## src/rtl/coi_pkg.sv

```systemverilog
// Types and constants of the closest overlapping interval search.
`default_nettype none

package coi_pkg;

    localparam logic [31:0] NO_MATCH = 32'd999999999;
    localparam logic        ACT_QUERY = 1'b1;

    typedef enum logic {
        ALU_ADD,
        ALU_SUB
    } alu_op_t;

    typedef struct packed {
        alu_op_t     op;
        logic [31:0] a;
        logic [31:0] b;
    } alu_ctrl_t;

    typedef struct packed {
        logic [30:0] start_pos;
        logic [30:0] end_pos;
    } entry_t;

endpackage

`default_nettype wire

```

## src/rtl/coi_alu.sv

```systemverilog
// Shared 32-bit add/subtract unit used by the scan sequencer.
`default_nettype none

module coi_alu
    import coi_pkg::*;
(
    input  alu_ctrl_t   ctrl,
    output logic [31:0] y
);

    always_comb
    begin
        unique case (ctrl.op)
            ALU_ADD: y = ctrl.a + ctrl.b;
            ALU_SUB: y = ctrl.a - ctrl.b;
        endcase
    end

endmodule

`default_nettype wire

```

## config.mk

```make
export PLATFORM = sky130hd
export DESIGN_NAME = coi_alu
export DESIGN_NICKNAME = d
export VERILOG_FILES = /design/src/rtl/coi_pkg.sv /design/src/rtl/coi_alu.sv
export SDC_FILE = /design/constraint.sdc
export NUM_CORES = 1
export LEC_CHECK = 0
export BUFFER_PORTS_ARGS = -buffer_cell sky130_fd_sc_hd__buf_2
export CORE_ASPECT_RATIO = 1.5
export CORE_UTILIZATION = 40
export DETAILED_ROUTE_END_ITERATION = 10
export PLACE_DENSITY = 0.68
export SETUP_SLACK_MARGIN = 0.2
export SLEW_MARGIN = 5
export SYNTH_ARGS = -nofsm -noshare
export SYNTH_HDL_FRONTEND = slang
export SYNTH_SLANG_ARGS = --single-unit
```

## constraint.sdc

```tcl
create_clock -name vclk -period 4.3
set_input_delay 0.215 -clock vclk [all_inputs]
set_output_delay 0.215 -clock vclk [all_outputs]
set_load 0.05 [all_outputs]
```

Yosys cells after proc, flatten, opt, wreduce, memory -nomap -nowiden --
Index checks and enable logic that the tools add are counted.
Operators by class: muxes and demuxes 1, bitwise operators 1, add/sub/neg operators 2
Operators with widths (count):
- 32-bit one-hot mux with 2 select lines | 1
- 32-bit adder | 1
- 32-bit subtractor | 1
- 1-bit NOT | 1
Word-level totals: output and inout bits 32, logic and storage cells 4, input port bits 65, flip-flop bits (word level) 0

Logic depth before layout (Yosys ltp) --
depth after elaboration 2, gate-level depth with buffers 16

Worst setup path before layout --
OpenSTA, ideal clock, no wires.
path kind input to output, start point in ctrl[5] (netlist name), end point out y[30], setup slack -312 ps, cell stages on the path 15, data arrival time 4397 ps, path through or4_4 or3_4 nor2_2 nand2_1 nor3_1 a31oi_1 xnor2_1 ha_1 clkbuf_1 and3_1 a32o_1 a21oi_1 a211oi_1 or2_2 a211oi_1
On the way: word-level cells in the longest chain between the ends 2, elaborated cells on any way between the ends 3, those cells by class add/sub: 2; mux: 1
RTL lines:
- start: declaration | line coi_alu.sv:7 | input alu_ctrl_t ctrl,
- 32-bit subtractor / 32-bit adder (equally long branches) | line coi_alu.sv:15, coi_alu.sv:14
- 32-bit one-hot mux with 2 select lines (*) | line coi_alu.sv:13 | unique case (ctrl.op)
- end: declaration | line coi_alu.sv:8 | output logic [31:0] y
Mark *: on every way between the ends. The rest lies on a longest branch, timed or not.

Final worst setup path --
start point in ctrl[5] (netlist name), end point out y[29]
Same word-level chain as after synthesis.

==> out/summary.txt <==
Status -> completed
Synthesized Nets -> 446
Nets -> 556
Drt pass-1 iters -> 5
Final Hold Viols -> 0
DRT Wirelength -> 7.61 mm
CP max FO -> 5
Instance count of the mapped netlist -> 348
Slowest-stage cell, CP -> or4_4
Area Growth Syn to Fin -> 39.8%
Detail Route Antenna Nets -> 0
Cells after DPL -> 523
Syn Std Cell Area -> 2360 sq um
Die H -> 96.0 microns
Unrepaired setup endpoints after global routing -> true
# fillers -> 569
Yosys cell types -> 51
Rows -> 33
Seq/Total Area, Yosys -> 0%
Vias in the first global route -> 2,854
IO buf count -> 97
Total congestion overflow -> 0
Buf/Inv on CP -> 3
Clkbuf count -> 0
PwrDens -> 324 nW/um^2
Setup_tns -> 0 ns
Most common cell after layout, fill and taps aside -> buf_2
Routed WL per cell -> 14.5 microns
Post-DP HPWL -> 6.45 mm
Die area -> 6210 sq um
Global Route Usage Sum -> 23.5%
Core footprint -> 5570 sq um
Non-Filler Instances -> 526
Register Area -> 0 sq um
Share of layout cells above drive strength 1 -> 35.7%
Num ports -> 97
Period utilization -> 94.3%
Tightest Pin Transition -> 0.674 ns
Peak Freq -> 247 MHz
CP max stage delay -> 0.53 ns
Relative slew slack -> 54.5%
Pin count of the biggest net entering global routing -> 21
Ant. Diodes -> 0
Initial Utilization -> 42.3%
Hold Crit Class -> primary input to primary output
Post-synthesis average cell area -> 6.77 sq um
Vias/cell -> 5.62
Max-slew violations -> 0
Max IR drop VDD -> 0.226 mV
First-pass GRT wire length -> 12.0 mm
Final setup fails -> 0
Pre-CTS setup slack -> 0.0697 ns
DR iter-0 viols -> 49
Routed vias -> 2,957
Min Hold Slack -> 0.920 ns
P_leak -> 1.47 nW
Crit-path leading delay family -> simple AND/OR/NAND/NOR gates
Setup WS post-layout -> 0.245 ns
WP data arrival -> 3.84 ns
Kind of critical path -> primary input to primary output
Req. time, crit path -> 4.09 ns
Overall Power -> 1.07 mW
Initial antenna violation count -> 0
CP cell instances -> buf_6 -> or4_4 -> or3_4 -> nor2_4 -> nand2_2 -> nor3_4 -> a21oi_2 -> xnor2_1 -> ha_2 -> a21oi_1 -> o21ai_1 -> a21oi_2 -> o21ai_4 -> a311oi_2 -> buf_4 -> o211ai_1 -> xnor2_2 -> buf_6
Final GP Congestion -> 0.934
Commonest non-fill, non-tap cells in the layout -> buf_2 (86), xnor2_1 (40), nor2_1 (38), a21oi_1 (35), ha_1 (30)
Crit. End Element -> primary output
Die W -> 64.7 microns
Yosys warns -> 0
Residual DRC count -> 0
Post-route minimum period -> 4.06 ns
Num sequential -> 0
Critical Path Source Type -> primary input
Total of max-cap violations -> 0
[power by group]
part           total [mW]  leakage (nW)  switching [mW]  internal [mW]
clock                   0             0               0              0
sequential              0             0               0              0
combinational        1.07          1.47           0.710          0.357
total                1.07          1.47           0.710          0.357
[per-layer routing]
metal	vias to the layer above	global-route usage (%)	part of all wire, %
met2	118	49.5	56
met4	0	6.11	2.1
li1	1483	-	-
met5	-	0	0
met3	12	2.37	5.5
met1	1344	23.7	37
[cell usage after synthesis, drive strengths merged (3+ instances only)]
cell,instances,area (sq um)
a21o,7,52.6
a21oi,45,225
a31oi,7,43.8
and3,6,38.8
clkbuf,9,35.0
ha,32,400
inv,15,56.3
nand2,24,90.1
nand3,9,45.0
nand4,5,31.3
nor2,39,149
nor2b,5,31.3
nor3,17,85.1
nor4,5,46.3
nor4b,3,41.3
o211ai,3,22.5
o21a,5,37.5
o21ai,18,93.8
o21bai,7,63.8
or3,5,36.3
or4,3,26.3
xnor2,43,384
xor2,15,131
[repair_timing]
action / CTS / global route
resized for setup: 8 / 41
buffers inserted: 1 / 2
setup endpoints to repair: 7 / 14
cloned: 0 / 0
hold buffers: 0 / 0
pin swaps: 1 / 23
[logic make-up (layout without fill, tap and decap cells)]
| family | Yosys count | in the layout | synth area share [%] |
|---|---|---|---|
| buffers and inverters | 26 | 134 | 4.25 |
| and+or+nand+nor | 124 | 124 | 27.2 |
| adders and majority gates | 33 | 33 | 17.8 |
| muxes | 2 | 2 | 0.902 |
| xor gates and xnor gates | 58 | 58 | 21.9 |
| AOI/OAI and AO/OA | 105 | 105 | 28.0 |
[final timing paths]
kind | cells past startpoint | end | startpoint | slack (ns)
setup / recovery | 18 | y[29] | ctrl[5] | 0.24
hold / removal | 5 | y[0] | ctrl[32] | 0.92
[tightest hold or removal path, delay by kind of cell]
family	cells	cell delay (ns)
buffers and inverters	4	0.38
adders and majority gates	1	0.12
[metrics by stage]
stage,area (sq um),util (%)
finish,3300,59.1
global route,3300,59.1
CTS,3130,56.1
detailed placement,3090,55.5
global placement,3090,55.5
floorplan,2420,-
[layout make-up]
| type | instances | area, sq um | area share [%] |
|---|---|---|---|
| well taps | 70 | 87.6 | 2.66 |
| repair buffers | 119 | 712 | 21.6 |
| multi-input cells | 322 | 2440 | 74.0 |
| inverters | 15 | 56.3 | 1.71 |
Power figures use the tool's default switching activity.
